[config.mk]
export PLATFORM = sky130hd
export DESIGN_NAME = adb_input_device_queues
export DESIGN_NICKNAME = d
export VERILOG_FILES = /design/src/hw/rtl/adbq_pkg.sv /design/src/hw/rtl/adb_input_device_queues.sv /design/src/hw/rtl/adbq_fifo.sv
export SDC_FILE = /design/constraint.sdc
export NUM_CORES = 1
export LEC_CHECK = 0
export ABC_CLOCK_PERIOD_IN_PS = 11800
export BUFFER_PORTS_ARGS = -buffer_cell sky130_fd_sc_hd__buf_2
export CAP_MARGIN = 10
export CORE_MARGIN = 4
export CORE_UTILIZATION = 49
export DETAILED_ROUTE_END_ITERATION = 12
export PLACE_DENSITY = 0.63
export SLEW_MARGIN = 10
export SYNTH_ARGS = -nofsm -noshare
export SYNTH_HDL_FRONTEND = slang
export SYNTH_SLANG_ARGS = --single-unit
[constraint.sdc]
create_clock -name clk -period 11.8 [get_ports clk]
set_clock_uncertainty 0.05 [all_clocks]
set_input_delay 0.59 -clock clk [delete_from_list [all_inputs] [get_ports clk]]
set_output_delay 0.59 -clock clk [all_outputs]
set_load 0.005 [all_outputs]
[src/hw/rtl/adbq_pkg.sv]
// Shared types, codes and helper functions for the ADB input device queues.
// No dependencies; used by adbq_fifo, adb_input_device_queues and the testbench.
`default_nettype none

package adbq_pkg;

    typedef enum logic [2:0] {
        CMD_KEY        = 3'd0,
        CMD_MOUSE      = 3'd1,
        CMD_FORM       = 3'd2,
        CMD_POP_KBD    = 3'd3,
        CMD_POP_MOUSE  = 3'd4,
        CMD_CLEAR      = 3'd5,
        CMD_GET_HANDLE = 3'd6,
        CMD_SET_HANDLE = 3'd7
    } cmd_t;

    // Control group from the command decoder to one FIFO
    typedef struct packed {
        logic       push;
        logic [1:0] pop;    // entries popped this transfer: 0, 1 or 2
        logic       clear;
    } fifo_ctl_t;

    localparam logic [3:0] ADDR_KBD       = 4'd2;
    localparam logic [3:0] ADDR_MOUSE     = 4'd3;
    localparam logic [7:0] HANDLE_PASS    = 8'hFF;
    localparam logic [7:0] HANDLE_DEFAULT = 8'h01;
    localparam logic [7:0] KEY_PAD        = 8'hFF;

    function automatic logic [7:0] validate_handle(input logic [3:0] addr,
                                                   input logic [7:0] id);
        logic [7:0] res;
        res = id;
        if (id == HANDLE_PASS)
        begin
            res = HANDLE_PASS;
        end
        else if (addr == ADDR_KBD)
        begin
            res = (id == 8'h01 || id == 8'h02 || id == 8'h03) ? id : HANDLE_DEFAULT;
        end
        else if (addr == ADDR_MOUSE)
        begin
            res = (id == 8'h01 || id == 8'h02 || id == 8'h04) ? id : HANDLE_DEFAULT;
        end
        return res;
    endfunction

    // Signed 16-bit add, saturating at the rails
    function automatic logic signed [15:0] sat_add16(input logic signed [15:0] a,
                                                     input logic signed [15:0] b);
        logic signed [16:0] s;
        logic signed [15:0] res;
        s = {a[15], a} + {b[15], b};
        if (s[16] != s[15])
        begin
            res = s[16] ? 16'sh8000 : 16'sh7FFF;
        end
        else
        begin
            res = s[15:0];
        end
        return res;
    endfunction

    // Clamp to +/-127, returned as an 8-bit two's complement byte
    function automatic logic [7:0] clamp127(input logic signed [15:0] a);
        logic [7:0] res;
        if (a > 16'sd127)
        begin
            res = 8'h7F;
        end
        else if (a < -16'sd127)
        begin
            res = 8'h81;
        end
        else
        begin
            res = a[7:0];
        end
        return res;
    endfunction

endpackage

`default_nettype wire

[src/hw/rtl/adb_input_device_queues.sv]
// Top level of the ADB keyboard/mouse register-0 emulation queues.
// Depends on adbq_pkg and adbq_fifo.
`default_nettype none

// One command enters per transfer on the s_ side and yields exactly one result on the
// m_ side. A command is captured in an input register, decoded against the queue
// state by single-pass logic and written to a result register, so one command per
// clock is sustained while the result side is not stalled; a command reaches m_tvalid
// through the input register and then the result register before it leaves. Each
// FIFO reads its next one or two entries ahead through a registered read port, which
// is what lets a pop or a report pairing finish in the same cycle. A stalled result
// blocks only the command behind it: the input side stays open while the result
// register can be drained in the same cycle. FIFO storage is not cleared at reset
// (only pointers), so no clearing pass is needed. The kbd report FIFO uses KEY_DEPTH.
module adb_input_device_queues #(
    parameter int KEY_DEPTH   = 16,
    parameter int MOUSE_DEPTH = 16
) (
    input  wire logic        clk,
    input  wire logic        rst_n,
    input  wire logic        s_tvalid,
    output logic             s_tready,
    // key_code[6:0], key_down[7], motion_x[23:8], motion_y[39:24],
    // button_bits[47:40], address[51:48], handle_id[59:52], zero[63:60]
    input  wire logic [63:0] s_tdata,
    // cmd[2:0]
    input  wire logic [2:0]  s_tuser,
    output logic             m_tvalid,
    input  wire logic        m_tready,
    // ok[0], first_byte[8:1], second_byte[16:9], handle_out[24:17],
    // fail_total[56:25], zero[63:57]
    output logic [63:0]      m_tdata
);

    localparam int KCW = $clog2(KEY_DEPTH + 1);
    localparam int MCW = $clog2(MOUSE_DEPTH + 1);

    // ---------------- input register ----------------
    logic                  in_v_reg;
    adbq_pkg::cmd_t        cmd_reg;
    logic [6:0]            key_code_reg;
    logic                  key_down_reg;
    logic signed [15:0]    motion_x_reg;
    logic signed [15:0]    motion_y_reg;
    logic                  button_reg;      // only bit 0 matters
    logic [3:0]            address_reg;
    logic [7:0]            handle_id_reg;

    // ---------------- device state ----------------
    logic signed [15:0]    accum_x_reg, accum_x_next;
    logic signed [15:0]    accum_y_reg, accum_y_next;
    logic                  button_held_reg, button_held_next;
    logic [31:0]           fail_counter_reg, fail_counter_next;

    // ---------------- result register ----------------
    logic                  out_v_reg;
    logic                  ok_reg, ok_next;
    logic [7:0]            first_reg, first_next;
    logic [7:0]            second_reg, second_next;
    logic [7:0]            handle_reg, handle_next;

    // ---------------- FIFO hookup ----------------
    adbq_pkg::fifo_ctl_t   key_ctl, kbd_ctl, mouse_ctl;
    logic [7:0]            key_push_data;
    logic [15:0]           kbd_push_data, mouse_push_data;
    logic [KCW-1:0]        key_count, kbd_count;
    logic [MCW-1:0]        mouse_count;
    logic [7:0]            key_rd0, key_rd1;
    logic [15:0]           kbd_rd0, mouse_rd0;

    logic                  process;
    logic                  s_xfer;
    logic [1:0]            fail_inc;

    // handshake: process when the result register is free or being drained
    assign process  = in_v_reg && (!out_v_reg || m_tready);
    assign s_tready = !in_v_reg || process;
    assign s_xfer   = s_tvalid && s_tready;

    always_ff @(posedge clk or negedge rst_n)
    begin
        if (!rst_n)
        begin
            in_v_reg <= 1'b0;
        end
        else if (s_xfer)
        begin
            in_v_reg <= 1'b1;
        end
        else if (process)
        begin
            in_v_reg <= 1'b0;
        end
    end

    always_ff @(posedge clk)
    begin
        if (s_xfer)
        begin
            cmd_reg       <= adbq_pkg::cmd_t'(s_tuser);
            key_code_reg  <= s_tdata[6:0];
            key_down_reg  <= s_tdata[7];
            motion_x_reg  <= s_tdata[23:8];
            motion_y_reg  <= s_tdata[39:24];
            button_reg    <= s_tdata[40];
            address_reg   <= s_tdata[51:48];
            handle_id_reg <= s_tdata[59:52];
        end
    end

    // ---------------- command decode ----------------
    always_comb
    begin
        logic [7:0] k2;
        logic [7:0] mfirst;
        logic [7:0] msecond;
        logic       kbd_formed;

        key_ctl           = '0;
        kbd_ctl           = '0;
        mouse_ctl         = '0;
        key_push_data     = {~key_down_reg, key_code_reg};   // bit 7 marks release
        k2                = (key_count >= KCW'(2)) ? key_rd1 : adbq_pkg::KEY_PAD;
        kbd_push_data     = {key_rd0, k2};
        mfirst            = adbq_pkg::clamp127(accum_x_reg);
        mfirst            = {button_held_reg, mfirst[6:0]};
        msecond           = adbq_pkg::clamp127(accum_y_reg);
        mouse_push_data   = {mfirst, msecond};
        kbd_formed        = 1'b0;
        accum_x_next      = accum_x_reg;
        accum_y_next      = accum_y_reg;
        button_held_next  = button_held_reg;
        fail_inc          = 2'd0;
        ok_next           = 1'b0;
        first_next        = 8'h00;
        second_next       = 8'h00;
        handle_next       = 8'h00;

        if (process)
        begin
            case (cmd_reg)
                adbq_pkg::CMD_KEY:
                begin
                    if (key_count != KCW'(KEY_DEPTH))
                    begin
                        key_ctl.push = 1'b1;
                        ok_next      = 1'b1;
                    end
                    else
                    begin
                        fail_inc = 2'd1;
                    end
                end
                adbq_pkg::CMD_MOUSE:
                begin
                    accum_x_next     = adbq_pkg::sat_add16(accum_x_reg, motion_x_reg);
                    accum_y_next     = adbq_pkg::sat_add16(accum_y_reg, motion_y_reg);
                    button_held_next = button_reg;
                    ok_next          = 1'b1;
                end
                adbq_pkg::CMD_FORM:
                begin
                    ok_next = 1'b1;
                    if (key_count != '0)
                    begin
                        // pair up to two codes; a full report queue loses them
                        kbd_formed  = 1'b1;
                        key_ctl.pop = (key_count >= KCW'(2)) ? 2'd2 : 2'd1;
                        first_next  = key_rd0;
                        second_next = k2;
                        if (kbd_count != KCW'(KEY_DEPTH))
                        begin
                            kbd_ctl.push = 1'b1;
                        end
                        else
                        begin
                            fail_inc = fail_inc + 2'd1;
                            ok_next  = 1'b0;
                        end
                    end
                    if (accum_x_reg != '0 || accum_y_reg != '0)
                    begin
                        if (!kbd_formed)
                        begin
                            first_next  = mfirst;
                            second_next = msecond;
                        end
                        if (mouse_count != MCW'(MOUSE_DEPTH))
                        begin
                            mouse_ctl.push = 1'b1;
                            accum_x_next   = '0;
                            accum_y_next   = '0;
                        end
                        else
                        begin
                            fail_inc = fail_inc + 2'd1;
                            ok_next  = 1'b0;
                        end
                    end
                end
                adbq_pkg::CMD_POP_KBD:
                begin
                    if (kbd_count != '0)
                    begin
                        kbd_ctl.pop = 2'd1;
                        ok_next     = 1'b1;
                        first_next  = kbd_rd0[15:8];
                        second_next = kbd_rd0[7:0];
                    end
                end
                adbq_pkg::CMD_POP_MOUSE:
                begin
                    if (mouse_count != '0)
                    begin
                        mouse_ctl.pop = 2'd1;
                        ok_next       = 1'b1;
                        first_next    = mouse_rd0[15:8];
                        second_next   = mouse_rd0[7:0];
                    end
                end
                adbq_pkg::CMD_CLEAR:
                begin
                    if (address_reg == adbq_pkg::ADDR_KBD)
                    begin
                        key_ctl.clear = 1'b1;
                        kbd_ctl.clear = 1'b1;
                        ok_next       = 1'b1;
                    end
                    else if (address_reg == adbq_pkg::ADDR_MOUSE)
                    begin
                        // button state is kept
                        mouse_ctl.clear = 1'b1;
                        accum_x_next    = '0;
                        accum_y_next    = '0;
                        ok_next         = 1'b1;
                    end
                end
                adbq_pkg::CMD_GET_HANDLE:
                begin
                    handle_next = adbq_pkg::validate_handle(address_reg, handle_id_reg);
                    ok_next     = 1'b1;
                end
                adbq_pkg::CMD_SET_HANDLE:
                begin
                    handle_next = adbq_pkg::validate_handle(address_reg, handle_id_reg);
                    ok_next     = (handle_next == handle_id_reg);
                end
                default:
                begin
                    ok_next = 1'b0;
                end
            endcase
        end
    end

    assign fail_counter_next = fail_counter_reg + 32'(fail_inc);

    // device state and result valid
    always_ff @(posedge clk or negedge rst_n)
    begin
        if (!rst_n)
        begin
            accum_x_reg      <= '0;
            accum_y_reg      <= '0;
            button_held_reg  <= 1'b0;
            fail_counter_reg <= '0;
            out_v_reg        <= 1'b0;
        end
        else
        begin
            if (process)
            begin
                accum_x_reg      <= accum_x_next;
                accum_y_reg      <= accum_y_next;
                button_held_reg  <= button_held_next;
                fail_counter_reg <= fail_counter_next;
                out_v_reg        <= 1'b1;
            end
            else if (m_tready)
            begin
                out_v_reg <= 1'b0;
            end
        end
    end

    // result payload; the fail counter only moves together with this register
    always_ff @(posedge clk)
    begin
        if (process)
        begin
            ok_reg     <= ok_next;
            first_reg  <= first_next;
            second_reg <= second_next;
            handle_reg <= handle_next;
        end
    end

    assign m_tvalid = out_v_reg;
    assign m_tdata  = {7'd0, fail_counter_reg, handle_reg, second_reg, first_reg, ok_reg};

    // ---------------- queues ----------------
    adbq_fifo #(
        .WIDTH (8),
        .DEPTH (KEY_DEPTH)
    ) u_key_fifo (
        .clk       (clk),
        .rst_n     (rst_n),
        .ctl       (key_ctl),
        .push_data (key_push_data),
        .count     (key_count),
        .rd0       (key_rd0),
        .rd1       (key_rd1)
    );

    adbq_fifo #(
        .WIDTH (16),
        .DEPTH (KEY_DEPTH)
    ) u_kbd_fifo (
        .clk       (clk),
        .rst_n     (rst_n),
        .ctl       (kbd_ctl),
        .push_data (kbd_push_data),
        .count     (kbd_count),
        .rd0       (kbd_rd0),
        .rd1       ()
    );

    adbq_fifo #(
        .WIDTH (16),
        .DEPTH (MOUSE_DEPTH)
    ) u_mouse_fifo (
        .clk       (clk),
        .rst_n     (rst_n),
        .ctl       (mouse_ctl),
        .push_data (mouse_push_data),
        .count     (mouse_count),
        .rd0       (mouse_rd0),
        .rd1       ()
    );

endmodule

`default_nettype wire

[src/hw/rtl/adbq_fifo.sv]
// Circular FIFO with pop of up to two entries and registered lookahead reads.
// Depends on adbq_pkg (fifo_ctl_t).
`default_nettype none

module adbq_fifo #(
    parameter int WIDTH = 8,
    parameter int DEPTH = 16
) (
    input  wire logic                         clk,
    input  wire logic                         rst_n,
    input  wire adbq_pkg::fifo_ctl_t          ctl,
    input  wire logic [WIDTH-1:0]             push_data,
    output logic [$clog2(DEPTH+1)-1:0]        count,
    output logic [WIDTH-1:0]                  rd0,    // entry at tail
    output logic [WIDTH-1:0]                  rd1     // entry after tail
);

    localparam int AW = $clog2(DEPTH);
    localparam int CW = $clog2(DEPTH + 1);

    logic [WIDTH-1:0] mem [DEPTH];
    logic [AW-1:0]    head_reg, head_next;
    logic [AW-1:0]    tail_reg, tail_next;
    logic [CW-1:0]    count_reg, count_next;
    logic [AW-1:0]    raddr0, raddr1;
    logic [WIDTH-1:0] rd0_reg, rd1_reg;

    function automatic logic [AW-1:0] inc(input logic [AW-1:0] p);
        return (p == AW'(DEPTH - 1)) ? '0 : p + 1'b1;
    endfunction

    always_comb
    begin
        head_next  = head_reg;
        tail_next  = tail_reg;
        count_next = count_reg;
        if (ctl.clear)
        begin
            head_next  = '0;
            tail_next  = '0;
            count_next = '0;
        end
        else
        begin
            if (ctl.push)
            begin
                head_next = inc(head_reg);
            end
            case (ctl.pop)
                2'd1:    tail_next = inc(tail_reg);
                2'd2:    tail_next = inc(inc(tail_reg));
                default: tail_next = tail_reg;
            endcase
            count_next = count_reg + CW'(ctl.push) - CW'(ctl.pop);
        end
    end

    // lookahead: read where the tail will be after this edge
    assign raddr0 = tail_next;
    assign raddr1 = inc(tail_next);

    always_ff @(posedge clk or negedge rst_n)
    begin
        if (!rst_n)
        begin
            head_reg  <= '0;
            tail_reg  <= '0;
            count_reg <= '0;
        end
        else
        begin
            head_reg  <= head_next;
            tail_reg  <= tail_next;
            count_reg <= count_next;
        end
    end

    // storage and registered reads, write-through on address match
    always_ff @(posedge clk)
    begin
        if (ctl.push)
        begin
            mem[head_reg] <= push_data;
        end
        rd0_reg <= (ctl.push && head_reg == raddr0) ? push_data : mem[raddr0];
        rd1_reg <= (ctl.push && head_reg == raddr1) ? push_data : mem[raddr1];
    end

    assign count = count_reg;
    assign rd0   = rd0_reg;
    assign rd1   = rd1_reg;

endmodule

`default_nettype wire

==> results of run 1 <==
-- final cells by class --
| class | instances | share of cell area |
|---|---|---|
| Clock buffer | 114 | 0.0579 |
| Tap cell | 959 | 0.0294 |
| Sequential cell | 843 | 0.604 |
| Antenna cell | 1 | 0.0000614 |
| Multi-Input combinational cell | 1074 | 0.274 |
| Timing Repair Buffer | 150 | 0.0205 |
| Clock inverter | 45 | 0.00899 |
| Inverter | 54 | 0.00497 |
-- routing by layer --
metal	up-vias	GRT usage
li1	8566	-
met1	10100	0.299
met2	614	0.326
met3	101	0.0379
met4	0	0.0513
met5	-	0
-- layout by cell type (no fill, tap or decap), drive strengths merged, types with 57 or more instances in the layout --
| cell type | synthesis | routed |
|---|---|---|
| dfrtp | 106 | 106 |
| a21oi | 76 | 76 |
| mux4 | 240 | 240 |
| clkbuf | 48 | 114 |
| edfxtp | 721 | 721 |
| buf | 49 | 149 |
| ha | 75 | 75 |
| nor2 | 94 | 94 |
| nand2 | 92 | 92 |
| inv | 54 | 57 |
-- worst min path at each step --
stage / startpoint / slack [ns] / cells past startpoint / to
finish: s_tdata[33] / 0.09 / 1 / motion_y_reg[9]
floorplan: rst_n / 0.24 / 0 / accum_x_reg[0]
CTS: s_tdata[33] / 0.05 / 1 / motion_y_reg[9]
detailed placement: fail_counter_reg[31] / 0.42 / 1 / fail_counter_reg[31]
global placement: fail_counter_reg[31] / 0.41 / 1 / fail_counter_reg[31]
global route: s_tdata[9] / 0.06 / 1 / motion_x_reg[1]
-- cells by family (layout without fill, tap and decap cells) --
logic type,count (synthesis),count (layout),synth area share
and+or+nand+nor,394,394,0.0550
AOI/OAI and AO/OA,251,251,0.0453
adders and majority gates,81,81,0.0291
other,1,8,0.000103
muxes,264,264,0.157
buffers and inverters,151,363,0.0183
DFF,843,843,0.677
xor gates and xnor gates,77,77,0.0185
-- worst reg2reg max path: stages (launching register included) --
cell and delay, ns:
dfrtp_1 0.43, nor4_1 0.64, nand4_1 0.16, nor3_1 0.21, buf_4 0.19, mux2_2 0.17, nand2_1 0.05, a21oi_1 0.17
ha_1 0.21, inv_1 0.06, fa_1 0.39, or4_1 0.67, nor3_1 0.49, nand2_1 0.21, nor2_1 0.17, xor2_1 0.15
-- power by group --
part | internal, mW | switching (mW)
clock network | 1.50 | 1.12
logic | 1.22 | 1.56
registers | 3.85 | 0.281
==> metrics.yaml, run 1 <==
drc_errors: 0
grt_pass1_vias: 20000
place_ws_ns: 7.30
reg_top3: "u_kbd_fifo.mem x256, u_mouse_fifo.mem x256, u_key_fifo.mem x128"
drt_wl_total_mm: 79.9
yosysTopAreaCellShare: 0.595
design.core.area_sq_mm: 0.0733
synth.largest_area_cell: "edfxtp_1"
dp_hpwl_mm: 49.5
fillCellCount: 5749
dr_wl_met2_mm: 38.1
cpMaxStageDelayCell: "or4_1"
cts_tree: "done"
dp.cells: 3079
cts_root_buffer: "clkbuf_16"
worst_setup_path_start_kind: "register"
grt-ovfl-total: 0
peakVddDrop_mv: 0.128
holdWs_ns: 0.0868
port-buffer-count: 118
cp-end-kind: "register"
final-max-slew-violation-count: 0
antenna_found_initial: 2
synth.avg_cell_area_sq_um: 17.6
criticalPathCategory: "reg2reg"
synth_commonest_cells: "721 x edfxtp_1, 229 x mux4_2, 106 x dfrtp_1"
fin_crit_sh: 0.380
r2r_cells: 15
fin_tns_setup_ns: 0
arrival_ns: 4.98
wl_met1_mm: 34.9
ys_seq_elements: 843
wl_met3_mm: 5.45
cts.hold.buffers_added: 1
r2r-end: "fail_counter_reg[28]"
async_flop_share: 0.126
cp.required_ns: 12.30
fp.dieW_microns: 280
dieArea_sq_mm: 0.0787
worstMarginPinSlew_ns: 1.22
area_growth_syn_to_layout_pct: 12.1
die_h_microns: 280
cp-startpoint: "accum_y_reg[3]"
critical_path_cell_count: 15
start_util: 0.496
layout_setup_ws_ns: 7.32
wire_per_inst_microns: 24.7
highest_layer: "met4"
total_power_mw: 9.53
leakage_nw: 14.1
grt_use_total: 0.205
yosysWarnings: 0
h-tree-depth: 3
ant_nets: 0
r2r_slack_ns: 7.32
drive_gt1_frac: 0.239
post-route-min-period_ns: 4.48
insertion_delay_ns: 0.62
timing.fmax_ghz: 0.223
hp-class: "in2reg"
clk_pin_slew_worst_paths_ns: 0.06
synth.distinct_cells: 70
synthFlopType: "edfxtp_1"
setup_viol: 0
regArea_sq_mm: 0.0246
max_stage_delay_ns: 0.67
maxCapViolations: 0
clkSinkCount: 843
cts_setup_buffers: 0
vias_per_cell: 5.98
grt_max_degree: 79
drt_iter0_markers: 1782
status: "completed"
first_pass_iters: 7
synthTopCellsByArea: "edfxtp_1 60%, mux4_2 14%, dfrtp_1 7.3%"
yosysSeqAreaShare: 0.677
syn_inst: 2062
row_count: 99
multiInputGateArea_sq_mm: 0.0112
layout.nets: 2362
utilization: 0.556
dpl-instance-area_sq_mm: 0.0380
grt_pass1_wl_mm: 122
cellPowerDensity_mw_per_mm2: 234
relSlewSlack: 0.174
io_pins: 137
synth_edf_count: 721
hold_viol: 0
cts_resized: 0
synth_area_sq_mm: 0.0364
post-route-cell-area_sq_mm: 0.0408
critPathTopFamily: "simple AND/OR/NAND/NOR gates"
clockBufferDepth: 3
rsz0062_at_grt: "false"
worstPathCellList: "nor4_1 -> nand4_1 -> nor3_1 -> buf_4 -> mux2_2 -> nand2_1 -> a21oi_1 -> ha_1 -> inv_1 -> fa_1 -> or4_1 -> nor3_1 -> nand2_1 -> nor2_1 -> xor2_1"
fin_cells: 3240
gp_congestion: 0.823
cts-buffers-inserted: 87
num_vias: 19400
worstPathMaxFanout: 5
reg2reg_from: "accum_y_reg[3]"
critPathBufInv: 2
yosysMostFrequentCell: "edfxtp_1"
endpoint: "fail_counter_reg[28]"
Note: power is estimated with default switching activity, not from simulation.
==> inputs of run 2 (changes only) <==
Settings changed: ABC_CLOCK_PERIOD_IN_PS 11800 to 4450.
Clock period 11.8 ns to 4.45 ns, I/O delays scaled along.
==> metrics.yaml, run 2 (synthesis gave the netlist of run 1 again) <==
status: "completed"
cp-end-kind: "register"
comb_power_share: 0.293
arrival_ns: 4.63
total_power_mw: 25.8
r2r_slack_ns: 0.31
critPathBufInv: 3
wire_per_inst_microns: 25.0
first_pass_iters: 5
start_util: 0.496
cellPowerDensity_mw_per_mm2: 616
final-max-slew-violation-count: 0
grt_pass1_vias: 20800
grt_max_degree: 73
critPathTopFamily: "simple AND/OR/NAND/NOR gates"
peakVddDrop_mv: 0.435
port-buffer-count: 118
reg2reg_from: "accum_x_reg[0]"
antenna_cells: 0
p_switching_mw: 7.93
cts_setup_buffers: 0
clkSinkCount: 843
num_vias: 20100
worst_setup_path_start_kind: "register"
hp-class: "in2async"
gp_congestion: 0.813
dp_hpwl_mm: 51.7
clockBufferDepth: 3
p_clk_frac: 0.281
insertion_delay_ns: 0.63
layout.nets: 2470
hold_viol: 0
max_stage_delay_ns: 0.58
setup_viol: 0
holdWs_ns: 0.241
worstMarginPinSlew_ns: 1.19
fin_tns_setup_ns: 0
p_sw_frac: 0.307
grt_use_total: 0.216
cpMaxStageDelayCell: "or4_1"
relSlewSlack: 0.208
maxCapViolations: 0
design.core.area_sq_mm: 0.0733
h-tree-depth: 3
drt_wl_total_mm: 83.5
worstPathCellList: "nor4_1 -> nand4_1 -> nor3_1 -> buf_4 -> mux2_2 -> nand2_1 -> a21oi_1 -> ha_1 -> inv_1 -> fa_1 -> or4_1 -> nor3_1 -> buf_4 -> nand2_1 -> nor2_1 -> xor2_1"
worstPathMaxFanout: 5
io_pins: 137
clk_pin_slew_worst_paths_ns: 0.06
area_growth_syn_to_layout_pct: 15.1
fp.dieW_microns: 280
cp.required_ns: 4.94
ant_nets: 0
criticalPathCategory: "reg2reg"
intPower_mw: 17.9
vias_per_cell: 6.00
r2r-end: "fail_counter_reg[28]"
post-route-min-period_ns: 4.14
timing.fmax_ghz: 0.242
drive_gt1_frac: 0.249
cts_tree: "done"
row_count: 99
rsz0062_at_grt: "false"
cts_root_buffer: "clkbuf_16"
fin_crit_sh: 0.930
leakage_nw: 14.7
layout_common_cells: "721 x edfxtp_1, 229 x mux4_2, 117 x buf_2"
drt_iter0_markers: 1950
grt_pass1_wl_mm: 127
pwr-share-seq: 0.426
cts-buffers-inserted: 88
dieArea_sq_mm: 0.0787
antenna_found_initial: 5
reg_top3: "u_kbd_fifo.mem x256, u_mouse_fifo.mem x256, u_key_fifo.mem x128"
die_h_microns: 280
drc_errors: 0
grt-ovfl-total: 0
final_common_cell: "edfxtp_1"
r2r_cells: 16
-- run 2: cell count changes in the layout (fill, tap and decap cells not counted), moves of 2 or more --
| cell | previous run | this run |
|---|---|---|
| buf_12 | 0 | 3 |
| nor3_1 | 26 | 30 |
| nor3_2 | 9 | 5 |
| clkinv_1 | 16 | 9 |
| clkinv_8 | 3 | 1 |
| clkbuf_16 | 89 | 92 |
| bufinv_16 | 4 | 6 |
| clkbuf_1 | 21 | 18 |
| buf_4 | 32 | 77 |
| clkbuf_8 | 4 | 10 |
| dlygate4sd3_1 | 1 | 60 |
-- run 2: final cells by class --
class | instances | area, sq um
Fill cell | 5594 | 31500
Inverter | 54 | 203
Tap cell | 959 | 1200
Clock inverter | 39 | 360
Clock buffer | 120 | 2510
Sequential cell | 843 | 24600
Multi-Input combinational cell | 1074 | 11100
Timing Repair Buffer | 257 | 1820
-- run 2: power groups by stage --
stage	registers, mW	logic, mW	clock network (mW)
after floorplan	10.6	5.68	0
after global placement	11.1	7.32	0
after detailed placement	11.2	7.54	0
after CTS	11.0	7.62	7.41
after global routing	11.1	8.28	7.75
final	11.0	7.55	7.26
-- run 2: worst max-delay path by stage --
stage	from	slack (ns)	depth (start not counted)	end
after floorplan	u_key_fifo.count[3]	0.30	17	fail_counter_reg[28]
final	accum_x_reg[0]	0.31	16	fail_counter_reg[28]
after global routing	accum_x_reg[5]	0.04	16	fail_counter_reg[28]
after detailed placement	accum_x_reg[0]	0.29	16	fail_counter_reg[28]
after CTS	accum_x_reg[0]	0.24	16	fail_counter_reg[28]
after global placement	accum_x_reg[0]	0.28	16	fail_counter_reg[28]
-- run 2: worst register-to-register path, delay by kind of cell (launching register included) --
family                     cells  cell delay (ns)
DFF                            1             0.42
AOI/OAI and AO/OA              1             0.17
buffers and inverters          3             0.44
xor gates and xnor gates       1             0.16
adders and majority gates      2             0.60
muxes                          1             0.15
and+or+nand+nor                8             2.08
-- run 2: layer usage --
layer  global-route usage  vias up  part of all wire
met4               0.0543        2             0.023
met3               0.0441      115             0.072
li1                     -     8768                 -
met5                    0        -           0.00012
met1                0.305    10500              0.42
met2                0.349      699              0.48
-- run 2: metrics by stage --
step | util | instance area [sq um] | setup WS (ns) | instances
global route | 0.571 | 41900 | 0.0381 | 3346
global placement | 0.524 | 38400 | 0.282 | 3127
CTS | 0.571 | 41900 | 0.237 | 3346
floorplan | - | 36400 | 0.296 | 2068
finish | 0.571 | 41900 | 0.311 | 3346
detailed placement | 0.524 | 38400 | 0.288 | 3127
-- run 2: timing repair --
action                                 CTS  global route
hold buffers                            60             0
setup endpoints to repair                0             0
resized for setup                        0             0
endpoints found under the hold margin  129             0
